$ cat src/rtl/sbfr_pkg.sv
// Shared types and constants for the SBUS frame receiver.
`timescale 1ns / 1ps

package sbfr_pkg;

	// Input word kinds (s_tuser)
	localparam logic CMD_BYTE = 1'b0;
	localparam logic CMD_TICK = 1'b1;

	// Result kinds (m_tuser)
	localparam logic RK_CHANNEL = 1'b0;
	localparam logic RK_LOST    = 1'b1;

	// Configuration register indexes
	localparam logic CFG_GAP_LIMIT  = 1'b0;
	localparam logic CFG_LOST_LIMIT = 1'b1;

	localparam int CFG_W = 16;

	localparam logic [7:0] SBUS_HDR    = 8'h0F;
	localparam logic [4:0] FRAME_LEN   = 5'd25;
	localparam logic [4:0] STORE_DEPTH = 5'd23;
	localparam int NUM_CH   = 16;
	localparam int CH_W     = 11;
	localparam int CHANS_W  = NUM_CH * CH_W;

	localparam logic [CH_W-1:0] CH_LO = 11'd172;
	localparam logic [CH_W-1:0] CH_HI = 11'd1811;

	// d*65535/1639 = 39*d + d*1614/1639; the fraction goes by reciprocal,
	// exact for every d up to 1639.
	localparam logic [10:0] FRAC_MUL    = 11'd1614;
	localparam logic [21:0] RECIP       = 22'd2620481;
	localparam int          RECIP_SHIFT = 32;

	// One job for the back end: a whole frame or a lost event
	typedef struct packed {
		logic               kind;
		logic [7:0]         flags;
		logic [CHANS_W-1:0] chans;
	} job_t;

endpackage

$ cat src/rtl/sbfr_front.sv
// Front end: byte/tick classification, frame assembly, gap and lost timers.
`timescale 1ns / 1ps

module sbfr_front #(
	parameter int COUNTER_WIDTH = 16
) (
	input  logic                      clk,
	input  logic                      arst_n,
	input  logic                      cfg_we,
	input  logic                      cfg_index,
	input  logic [sbfr_pkg::CFG_W-1:0] cfg_data,
	input  logic                      accept,
	input  logic                      cmd,
	input  logic [7:0]                data_byte,
	output logic                      push,
	output sbfr_pkg::job_t            job
);

	localparam int CMP_W = (COUNTER_WIDTH > sbfr_pkg::CFG_W) ? COUNTER_WIDTH : sbfr_pkg::CFG_W;
	localparam int SHIFT_W = 8 * 23;

	logic [sbfr_pkg::CFG_W-1:0] gap_limit_q, lost_limit_q;
	logic [4:0]                 idx_q;
	logic [COUNTER_WIDTH-1:0]   gap_q, lost_q;
	logic                       avail_q;
	logic [SHIFT_W-1:0]         shift_q;

	logic [COUNTER_WIDTH-1:0] gap_inc, lost_inc;
	logic                     gap_over, lost_over;
	logic [4:0]               idx_start, idx_next;
	logic                     store_byte, frame_done, lost_evt;

	assign gap_inc  = (gap_q == '1) ? gap_q : gap_q + 1'b1;
	assign lost_inc = (lost_q == '1) ? lost_q : lost_q + 1'b1;
	assign gap_over  = CMP_W'(gap_q) > CMP_W'(gap_limit_q);
	assign lost_over = CMP_W'(lost_inc) > CMP_W'(lost_limit_q);

	always_comb begin
		idx_start = (gap_over || idx_q >= sbfr_pkg::FRAME_LEN) ? 5'd0 : idx_q;
		store_byte = 1'b0;
		if (idx_start == 5'd0) begin
			idx_next = (data_byte == sbfr_pkg::SBUS_HDR) ? 5'd1 : 5'd0;
		end else begin
			store_byte = idx_start <= sbfr_pkg::STORE_DEPTH;
			idx_next = idx_start + 5'd1;
		end
	end

	assign frame_done = accept && cmd == sbfr_pkg::CMD_BYTE && idx_next == sbfr_pkg::FRAME_LEN;
	assign lost_evt   = accept && cmd == sbfr_pkg::CMD_TICK && avail_q && lost_over;
	assign push       = frame_done || lost_evt;

	always_comb begin
		job = '0;
		if (frame_done) begin
			job.kind  = sbfr_pkg::RK_CHANNEL;
			// footer is not stored, so the newest byte held is the flag byte
			job.flags = shift_q[SHIFT_W-1 -: 8];
			job.chans = shift_q[sbfr_pkg::CHANS_W-1:0];
		end else begin
			job.kind = sbfr_pkg::RK_LOST;
		end
	end

	always_ff @(posedge clk or negedge arst_n) begin
		if (!arst_n) begin
			gap_limit_q  <= 16'd2;
			lost_limit_q <= 16'd100;
			idx_q        <= '0;
			gap_q        <= '0;
			lost_q       <= '0;
			avail_q      <= 1'b0;
		end else begin
			if (cfg_we) begin
				case (cfg_index)
					sbfr_pkg::CFG_GAP_LIMIT:  gap_limit_q  <= cfg_data;
					sbfr_pkg::CFG_LOST_LIMIT: lost_limit_q <= cfg_data;
					default: ;
				endcase
			end
			if (accept) begin
				if (cmd == sbfr_pkg::CMD_TICK) begin
					gap_q  <= gap_inc;
					lost_q <= lost_inc;
					if (lost_evt)
						avail_q <= 1'b0;
				end else begin
					gap_q <= '0;
					if (frame_done) begin
						idx_q   <= '0;
						lost_q  <= '0;
						avail_q <= 1'b1;
					end else begin
						idx_q <= idx_next;
					end
				end
			end
		end
	end

	// byte 1 ends up in the lowest bits once all 23 stored bytes are in
	always_ff @(posedge clk) begin
		if (accept && cmd == sbfr_pkg::CMD_BYTE && store_byte)
			shift_q <= {data_byte, shift_q[SHIFT_W-1:8]};
	end

endmodule

$ cat src/rtl/sbfr_queue.sv
// Two-entry job queue between front and back end.
`timescale 1ns / 1ps

module sbfr_queue (
	input  logic           clk,
	input  logic           arst_n,
	input  logic           push,
	input  sbfr_pkg::job_t wr_job,
	input  logic           pop,
	output sbfr_pkg::job_t rd_job,
	output logic           full,
	output logic           empty
);

	localparam int DEPTH = 2;
	localparam int PTR_W = $clog2(DEPTH);
	localparam int CNT_W = $clog2(DEPTH + 1);

	sbfr_pkg::job_t   mem_q [DEPTH];
	logic [PTR_W-1:0] wr_ptr_q, rd_ptr_q;
	logic [CNT_W-1:0] count_q;

	assign full   = count_q == CNT_W'(DEPTH);
	assign empty  = count_q == '0;
	assign rd_job = mem_q[rd_ptr_q];

	always_ff @(posedge clk or negedge arst_n) begin
		if (!arst_n) begin
			wr_ptr_q <= '0;
			rd_ptr_q <= '0;
			count_q  <= '0;
		end else begin
			if (push)
				wr_ptr_q <= (wr_ptr_q == PTR_W'(DEPTH - 1)) ? '0 : wr_ptr_q + 1'b1;
			if (pop)
				rd_ptr_q <= (rd_ptr_q == PTR_W'(DEPTH - 1)) ? '0 : rd_ptr_q + 1'b1;
			if (push && !pop)
				count_q <= count_q + 1'b1;
			else if (pop && !push)
				count_q <= count_q - 1'b1;
		end
	end

	always_ff @(posedge clk) begin
		if (push)
			mem_q[wr_ptr_q] <= wr_job;
	end

endmodule

$ cat src/rtl/sbfr_back.sv
// Back end: per-channel sequencer, scaling pipeline and output register.
`timescale 1ns / 1ps

module sbfr_back (
	input  logic           clk,
	input  logic           arst_n,
	input  sbfr_pkg::job_t head,
	input  logic           empty,
	output logic           pop,
	output logic           m_tvalid,
	input  logic           m_tready,
	output logic [39:0]    m_tdata,
	output logic           m_tuser,
	output logic           m_tlast
);

	typedef struct packed {
		logic                      kind;
		logic [3:0]                ch;
		logic [sbfr_pkg::CH_W-1:0] val;
		logic [3:0]                flags;
		logic                      link;
		logic                      last;
	} meta_t;

	logic                         en;
	logic                         busy_q, kind_q;
	logic [sbfr_pkg::CHANS_W-1:0] frame_q;
	logic [3:0]                   flags_q, ch_q;
	logic                         busy_n;

	logic        v_s1, v_s2, v_s3, m_tvalid_q;
	meta_t       meta_s1, meta_s2, meta_s3;
	logic [sbfr_pkg::CH_W-1:0] d_s2;
	logic [21:0] t_s2;
	logic [43:0] prod_s3;
	logic [16:0] d39_s3;
	logic [39:0] tdata_q;
	logic        tuser_q, tlast_q;

	logic [sbfr_pkg::CH_W-1:0] clamped, d;
	logic [16:0]               scaled_sum;

	// whole pipe holds while a result waits at the output
	assign en  = !m_tvalid_q || m_tready;
	assign pop = en && !busy_q && !empty;

	always_comb begin
		busy_n = busy_q;
		if (busy_q) begin
			if (kind_q == sbfr_pkg::RK_LOST || ch_q == 4'd15)
				busy_n = 1'b0;
		end else if (!empty) begin
			busy_n = 1'b1;
		end
	end

	always_comb begin
		clamped = meta_s1.val;
		if (clamped < sbfr_pkg::CH_LO)
			clamped = sbfr_pkg::CH_LO;
		if (clamped > sbfr_pkg::CH_HI)
			clamped = sbfr_pkg::CH_HI;
		d = clamped - sbfr_pkg::CH_LO;
	end

	assign scaled_sum = d39_s3 + 17'(prod_s3[43:sbfr_pkg::RECIP_SHIFT]);

	always_ff @(posedge clk or negedge arst_n) begin
		if (!arst_n) begin
			busy_q     <= 1'b0;
			v_s1       <= 1'b0;
			v_s2       <= 1'b0;
			v_s3       <= 1'b0;
			m_tvalid_q <= 1'b0;
		end else if (en) begin
			busy_q     <= busy_n;
			v_s1       <= busy_q;
			v_s2       <= v_s1;
			v_s3       <= v_s2;
			m_tvalid_q <= v_s3;
		end
	end

	always_ff @(posedge clk) begin
		if (en) begin
			if (busy_q) begin
				frame_q <= frame_q >> sbfr_pkg::CH_W;
				ch_q    <= ch_q + 4'd1;
			end else if (!empty) begin
				frame_q <= head.chans;
				flags_q <= head.flags[3:0];
				kind_q  <= head.kind;
				ch_q    <= '0;
			end

			// lost jobs carry zero data, so every field but kind and last is zero
			meta_s1.kind  <= kind_q;
			meta_s1.ch    <= ch_q;
			meta_s1.val   <= frame_q[sbfr_pkg::CH_W-1:0];
			meta_s1.flags <= flags_q;
			meta_s1.link  <= kind_q == sbfr_pkg::RK_CHANNEL && !flags_q[3];
			meta_s1.last  <= kind_q == sbfr_pkg::RK_LOST || ch_q == 4'd15;

			meta_s2 <= meta_s1;
			d_s2    <= d;
			t_s2    <= 22'(d) * 22'(sbfr_pkg::FRAC_MUL);

			meta_s3 <= meta_s2;
			prod_s3 <= 44'(t_s2) * 44'(sbfr_pkg::RECIP);
			// 39*d as 40*d - d
			d39_s3  <= 17'({d_s2, 5'b0}) + 17'({d_s2, 3'b0}) - 17'(d_s2);

			tdata_q <= {4'b0, meta_s3.link, meta_s3.flags, scaled_sum[15:0],
				meta_s3.val, meta_s3.ch};
			tuser_q <= meta_s3.kind;
			tlast_q <= meta_s3.last;
		end
	end

	assign m_tvalid = m_tvalid_q;
	assign m_tdata  = tdata_q;
	assign m_tuser  = tuser_q;
	assign m_tlast  = tlast_q;

endmodule

$ cat src/rtl/sbus_frame_receiver.sv
// Top level of the SBUS frame receiver.
//
//  channel  dir  handshake            payload
//  s_*      in   s_tvalid/s_tready    tuser: cmd; tdata: data_byte
//  m_*      out  m_tvalid/m_tready    tuser: result_kind; tlast: last; tdata: channel fields
//  cfg_*    in   cfg_we               cfg_index 0 gap_limit, 1 lost_limit; cfg_data
//
// One input word per cycle; s_tready drops only while the two-entry job queue is full.
// A frame gives 16 result words, one per cycle while m_tready stays high; the job passes
// the queue, the sequencer registers, stages s1 to s3 and the output register first.
// A lost event gives one word along the same path.
// m_tready low freezes the back end; the front keeps taking words until the queue fills.
// arst_n clears control state and sets gap_limit 2, lost_limit 100.
`timescale 1ns / 1ps

module sbus_frame_receiver #(
	parameter int COUNTER_WIDTH = 16
) (
	input  logic        clk,
	input  logic        arst_n,
	input  logic        s_tvalid,
	output logic        s_tready,
	input  logic [7:0]  s_tdata,   // [7:0] data_byte
	input  logic        s_tuser,   // [0] cmd
	output logic        m_tvalid,
	input  logic        m_tready,
	// [3:0] channel_index, [14:4] channel_value, [30:15] scaled_value, [31] aux_ch17,
	// [32] aux_ch18, [33] frame_lost, [34] failsafe, [35] link_ok, [39:36] zero
	output logic [39:0] m_tdata,
	output logic        m_tuser,   // [0] result_kind
	output logic        m_tlast,
	input  logic        cfg_we,
	input  logic        cfg_index,
	input  logic [15:0] cfg_data
);

	sbfr_pkg::job_t wr_job, rd_job;
	logic           push, pop, full, empty, accept;

	assign s_tready = !full;
	assign accept   = s_tvalid && s_tready;

	sbfr_front #(
		.COUNTER_WIDTH(COUNTER_WIDTH)
	) u_front (
		.clk       (clk),
		.arst_n    (arst_n),
		.cfg_we    (cfg_we),
		.cfg_index (cfg_index),
		.cfg_data  (cfg_data),
		.accept    (accept),
		.cmd       (s_tuser),
		.data_byte (s_tdata),
		.push      (push),
		.job       (wr_job)
	);

	sbfr_queue u_queue (
		.clk    (clk),
		.arst_n (arst_n),
		.push   (push),
		.wr_job (wr_job),
		.pop    (pop),
		.rd_job (rd_job),
		.full   (full),
		.empty  (empty)
	);

	sbfr_back u_back (
		.clk      (clk),
		.arst_n   (arst_n),
		.head     (rd_job),
		.empty    (empty),
		.pop      (pop),
		.m_tvalid (m_tvalid),
		.m_tready (m_tready),
		.m_tdata  (m_tdata),
		.m_tuser  (m_tuser),
		.m_tlast  (m_tlast)
	);

endmodule

$ cat config.mk
export PLATFORM = sky130hd
export DESIGN_NAME = sbus_frame_receiver
export DESIGN_NICKNAME = d
export VERILOG_FILES = /design/src/rtl/sbfr_pkg.sv /design/src/rtl/sbfr_front.sv /design/src/rtl/sbfr_queue.sv /design/src/rtl/sbfr_back.sv /design/src/rtl/sbus_frame_receiver.sv
export SDC_FILE = /design/constraint.sdc
export NUM_CORES = 2
export LEC_CHECK = 0
export ABC_CLOCK_PERIOD_IN_PS = 22100
export CORE_AREA = 2 2 342 344
export DETAILED_ROUTE_END_ITERATION = 7
export DIE_AREA = 0 0 344 346
export DONT_BUFFER_PORTS = 1
export PLACE_DENSITY = 0.51
export SYNTH_ARGS = -nofsm -noshare
export SYNTH_HDL_FRONTEND = slang
export SYNTH_SLANG_ARGS = --single-unit
$ cat constraint.sdc
create_clock -name clk -period 22.1 [get_ports clk]
set_clock_uncertainty 0.1 [all_clocks]
set_input_delay 4.42 -clock clk [delete_from_list [all_inputs] [get_ports clk]]
set_output_delay 4.42 -clock clk [all_outputs]
set_load 0.05 [all_outputs]
Word-level counts from Yosys, hierarchy flattened. Memory sizes are Yosys's and may differ from the RTL's. Cells that the tools add are included. Widths: inputs -> output; s select.

Register bits after elaboration: 643. Bits in latches: 0. RAM bits: 370. Memory bits (read-only): 0. Bits of input ports: 31. Output and inout port bits: 44. Word-level logic and storage cells: 145. Memories: 1.

Memory list: u_queue.mem_q (words 2, bits a word 185, rd ports 1, clocked after memory_dff 0, wr ports 1, line sbfr_queue.sv:19) `sbfr_pkg::job_t mem_q [DEPTH];`.

Add/subtract/negate cells: 12. $mul: 2. Div/mod/pow operators: 0. Order comparisons: 6. Equal/unequal tests: 9. Shift-type cells: 0. Mux-type cells: 30. Bitwise gates (word level): 5. Reduce and logical (&&, ||, !) cells: 35.

Operators by type and width (count): $mux 184 (1); $mux 176 (1); $mux 165 (1); $mux 16 (5); $mul 21x22->43 const B (1); $add 16x1->16 const B (2); $eq 16x16->1 const B (2); $gt 16x16->1 (2); $mux 11 (2); $mul 11x10->21 const B (1); $add 16x12->16 (1); $add 16x14->16 (1); $sub 16x11->16 (1); $mux 5 (3); $mux 1 (13); $logic_and 1x1->1 (12); $reduce_and 2->1 (6); $gt 11x11->1 const B (1); $lt 11x8->1 const B (1); $sub 11x8->11 const B (1); $eq 8x4->1 const B (1); $mux 4 (2); $logic_not 1->1 (7); $reduce_and 3->1 (2); 18 further kinds (29).

Logic depth before layout (Yosys ltp).
Depth after elaboration: 12. Gate-level depth with buffers: 35. Mapped depth without buffers: 33.

Cells and area by module. A second synthesis with hierarchy kept.

Cell total of the unflattened synthesis: 3034. Area total of the unflattened synthesis: 47516.8 sq um.

By module, submodules not included: sbfr_back (times used 1, cells an instance 1575, area an instance 22261.4 sq um, seq. area each 10575.1 sq um); sbfr_queue (times used 1, cells an instance 592, area an instance 14117.3 sq um, seq. area each 11210.8 sq um); sbfr_front (times used 1, cells an instance 865, area an instance 11128.2 sq um, seq. area each 7282.0 sq um); sbus_frame_receiver (times used 1, cells an instance 2, area an instance 10.0 sq um, seq. area each 0.0 sq um).

Worst setup path after synthesis. Ideal clock, no wire load.

Path kind: input to register. From: input port s_tvalid. To: register u_front.shift_q[0], enable pin. Library setup time: 1.058 ns. Arrival: 18.671 ns. Data required time: 20.942 ns. Path slack: 2.271 ns. Stages: 4. Buffers on the path: 1. Path through: nand2_1 > or2_1 > buf_1 > a311oi_1.

Cells in the longest elaborated chain, start to end: 3.

RTL lines: from (decl) (line sbus_frame_receiver.sv:21) `input logic s_tvalid,`; $logic_and 1x1->1 (line sbus_frame_receiver.sv:41) `assign accept = s_tvalid && s_tready;`; $logic_and 1x1->1 (2 in series) (line sbfr_front.sv:103) `if (accept && cmd == sbfr_pkg::CMD_BYTE && store_byte)`; to (signal assigned) (line sbfr_front.sv:104) `shift_q <= {data_byte, shift_q[SHIFT_W-1:8]};`; to (decl) (line sbfr_front.sv:26) `logic [SHIFT_W-1:0] shift_q;`.

Every way passes these cells. A chain may end at the register's enable or synchronous reset.

Worst setup path in the final report.
From: register u_back.meta_s1[15] in the netlist's numbering. To: register u_back.t_s2[21], data pin.

Cells in the longest elaborated chain, start to end: 6.

RTL lines: from (decl) (line sbfr_back.sv:33) `meta_t meta_s1, meta_s2, meta_s3;`; $lt 11x8->1 (line sbfr_back.sv:60) `if (clamped < sbfr_pkg::CH_LO)`; $mux 11 * (line sbfr_back.sv:60); $gt 11x11->1 (line sbfr_back.sv:62) `if (clamped > sbfr_pkg::CH_HI)`; $mux 11 * (line sbfr_back.sv:62); $sub 11x8->11 * (line sbfr_back.sv:64) `d = clamped - sbfr_pkg::CH_LO;`; net u_back.d (one bit) (line sbfr_back.sv:41) `logic [sbfr_pkg::CH_W-1:0] clamped, d;`; $mul 11x10->21 * (line sbfr_back.sv:107) `t_s2 <= 22'(d) * 22'(sbfr_pkg::FRAC_MUL);`; to (signal assigned) (line sbfr_back.sv:107); to (decl) (line sbfr_back.sv:35) `logic [21:0] t_s2;`.

The timed path passes the listed nets; every way through them passes the cells marked *.

==> out/metrics.yaml <==
cells_and_area:
  stdcell_count: 4809
  fin_util_pct: 43.99
  final_cell_mix: "edfxtp_1 (894), ha_1 (311), inv_1 (282)"
  syn2layout_area_growth_pct: 10.95
  antenna-diode-count: 0
  final_common_cell: "edfxtp_1"
  layout-drive-gt1-share_pct: 6.971
  nets: 3695
worst_setup_path:
  cp-end-kind: "flip-flop"
  r2r_cells: 27
  crit_type: "reg -> reg"
  cp_max_fo: 10
  start_kind: "flip-flop"
  critPathRequiredTime_ns: 22.40
  critPathArrivalTime_ns: 8.18
clock_tree:
  clkTransAtPathRegs_ns: 0.06
  postCtsResizedCells: 0
  cts_buffer_depth: 3
  cts_tree: "done"
  hold_buffers: 0
  numCtsBuffers: 103
  cts_max_level: 3
  cts_root_buf: "clkbuf_16"
  cts.sinks: 973
  post_cts_buffers: 0
  insertion_delay_ns: 0.68
place:
  dp_hpwl_mm: 54.47
  dp_cells: 4619
  io_buffers: 0
  place_congestion: 0.8022
outcome:
  outcome: "completed"
timing:
  maxSlewHeadroom_pct: 26.26
  min_period_ns: 7.877
  max_freq_mhz: 127.0
  fin_crit_sh_pct: 35.64
  timing.hold.ws_ns: 0.3180
  rsz0062_at_grt: "no"
  finalHoldViolations: 0
  setup_viol: 0
  fin_setup_tns_ns: 0
  maxSlewViolCount: 0
  worst_slew_pin_slew_ns: 1.095
hold_path:
  worstHoldPathCells: 0
  hold_path_class: "reg -> reg"
detailed_routing:
  totalWireLength_mm: 86.20
  vias: 23610
  first_pass_iters: 5
  route.detailed.drc: 0
  routedWlPerCell_um: 17.92
  viasPerCell: 4.909
  drt-initial-drc-count: 1468
  ant_nets: 0
floorplanning:
  die_h_um: 346
  io_pins: 75
  coreArea_mm2: 0.1154
  fp.dieArea_mm2: 0.1190
  start_util_pct: 39.65
  die_x_um: 344
  rows: 125
synthesis:
  netlist.area_leader.share_pct: 58.66
  ys_types: 72
  synthTopCellsByArea: "edfxtp_1 (59%), ha_1 (8.5%), fa_1 (6.7%), dfrtp_1 (4.1%), mux2i_1 (3.9%)"
  ys_ff_latch: 973
  syn_area_per_cell_um2: 14.43
  ys_warn_count: 0
  synth-edff-count: 894
  yosysTopAreaCell: "edfxtp_1"
  mappedNetlistArea_mm2: 0.04577
  async_reset_ff_share_pct: 8.119
  yosysSeqAreaShare_pct: 62.99
  ys_dominant_reg_cell: "edfxtp_1"
  synthCells: 3172
job:
  drv_cap: 0
grt:
  grt_max_degree: 221
  grt_pass1_vias: 25570
  grt_overflow: 0
  antenna_found_initial: 2
  grt_pass1_wl_mm: 140.2
  grtUsageTotal_pct: 14.78
[final cells by class]
type / count / area (um^2)
Inverter: 285 / 1075
Multi-Input combinational cell: 1816 / 15410
Sequential cell: 973 / 28840
Tap cell: 1524 / 1907
Fill cell: 10350 / 64640
Timing Repair Buffer: 21 / 195.2
Clock buffer: 123 / 2715
Clock inverter: 67 / 639.4
[state kept, by name (all words and copies together), names as in the netlist, 2 cells and up]
signal,count
u_queue.count_q,2
u_front.shift_q,184
u_back.meta_s1,22
u_front.idx_q,5
u_back.d39_s3,16
u_front.gap_limit_q,16
u_back.d_s2,11
u_back.frame_q,176
u_back.m_tdata,36
u_back.flags_q,4
u_back.prod_s3,12
u_front.gap_q,16
u_back.meta_s2,22
u_front.lost_q,16
u_front.lost_limit_q,16
u_queue.mem_q,362
u_back.t_s2,20
u_back.ch_q,4
u_back.meta_s3,22
[metal layers]
metal / track usage (%) / part of all wire, % / up-vias
li1: - / - / 11360
met1: 18.95 / 44 / 11790
met2: 25.89 / 50 / 317
met3: 2.355 / 3.1 / 136
met4: 3.922 / 2.2 / 0
met5: 0 / 0 / -
[synth_stat cells, types with 4 or more instances]
cell type / number
nor3_1: 21
a21oi_1: 46
xor2_1: 36
buf_4: 10
nor4_1: 6
o41ai_1: 5
fa_1: 153
nand4_1: 16
nor2b_1: 21
o31ai_1: 6
o21ai_1: 7
o21ai_0: 226
inv_1: 283
dfstp_2: 4
nand2_1: 258
o21a_1: 14
or2_2: 5
nand2b_1: 5
a21o_1: 16
xnor2_1: 63
clkbuf_1: 73
and2_1: 191
dfrtp_1: 75
edfxtp_1: 894
a211oi_1: 8
ha_1: 311
o211ai_1: 5
mux2_2: 26
buf_1: 5
nor2_1: 99
and4_1: 5
and3_1: 7
nand3_1: 26
buf_6: 12
mux2i_1: 178
[worst max-delay path: stages (launching register included)]
cell and delay, ns:
edfxtp_1 0.51, nor3_1 0.31, and2_1 0.36, nand2b_1 0.19
o21ai_0 0.10, nand4_1 0.23, o21ai_0 0.30, inv_1 0.16
ha_1 0.25, o21bai_1 0.14, o311ai_1 0.19, and2_1 0.22
xnor2_1 0.41, inv_1 0.16, ha_1 0.31, ha_1 0.33
fa_1 0.47, fa_1 0.48, ha_1 0.31, ha_1 0.39
and2_1 0.17, o21ai_0 0.13, o21ai_1 0.12, nor4_1 0.37
nor3_1 0.14, a2111oi_2 0.43, a21oi_1 0.14, xnor2_1 0.14
[cells by family after synthesis]
| kind of cell | count (synthesis) | synth area share (%) |
|---|---|---|
| simple gates | 671 | 7.160 |
| fa+ha+maj | 464 | 15.20 |
| other cells | 1 | 0.008194 |
| buf+inv | 386 | 3.448 |
| xor+xnor | 99 | 1.895 |
| compound gates | 374 | 4.771 |
| flops | 973 | 62.99 |
| mux | 204 | 4.533 |
[metrics by stage]
stage	worst slack, ns	instance area, um^2
4_1_cts	14.20	50780
5_1_grt	13.55	50780
3_5_place_dp	13.48	47420
3_3_place_gp	13.50	47420
2_1_floorplan	2.271	45780
6_report	14.22	50780
[final timing paths]
path                                               from                                  end  slack [ns]
min                         u_back.meta_s1[2]$_DFFE_PN_          u_back.meta_s2[2]$_DFFE_PN_        0.32
min in group asynchronous                        arst_n  u_front.gap_limit_q[14]$_DFFE_PN0P_        3.33
max                        u_back.meta_s1[15]$_DFFE_PN_            u_back.t_s2[21]$_DFFE_PN_       14.22
max reg2reg                u_back.meta_s1[15]$_DFFE_PN_            u_back.t_s2[21]$_DFFE_PN_       14.22
min reg2reg                 u_back.meta_s1[2]$_DFFE_PN_          u_back.meta_s2[2]$_DFFE_PN_        0.32
max in group asynchronous                        arst_n   u_front.gap_limit_q[1]$_DFFE_PN1P_       18.38
Power is not shown: default switching activity piles up to over one toggle a cycle in this logic, so the estimate is an artifact.
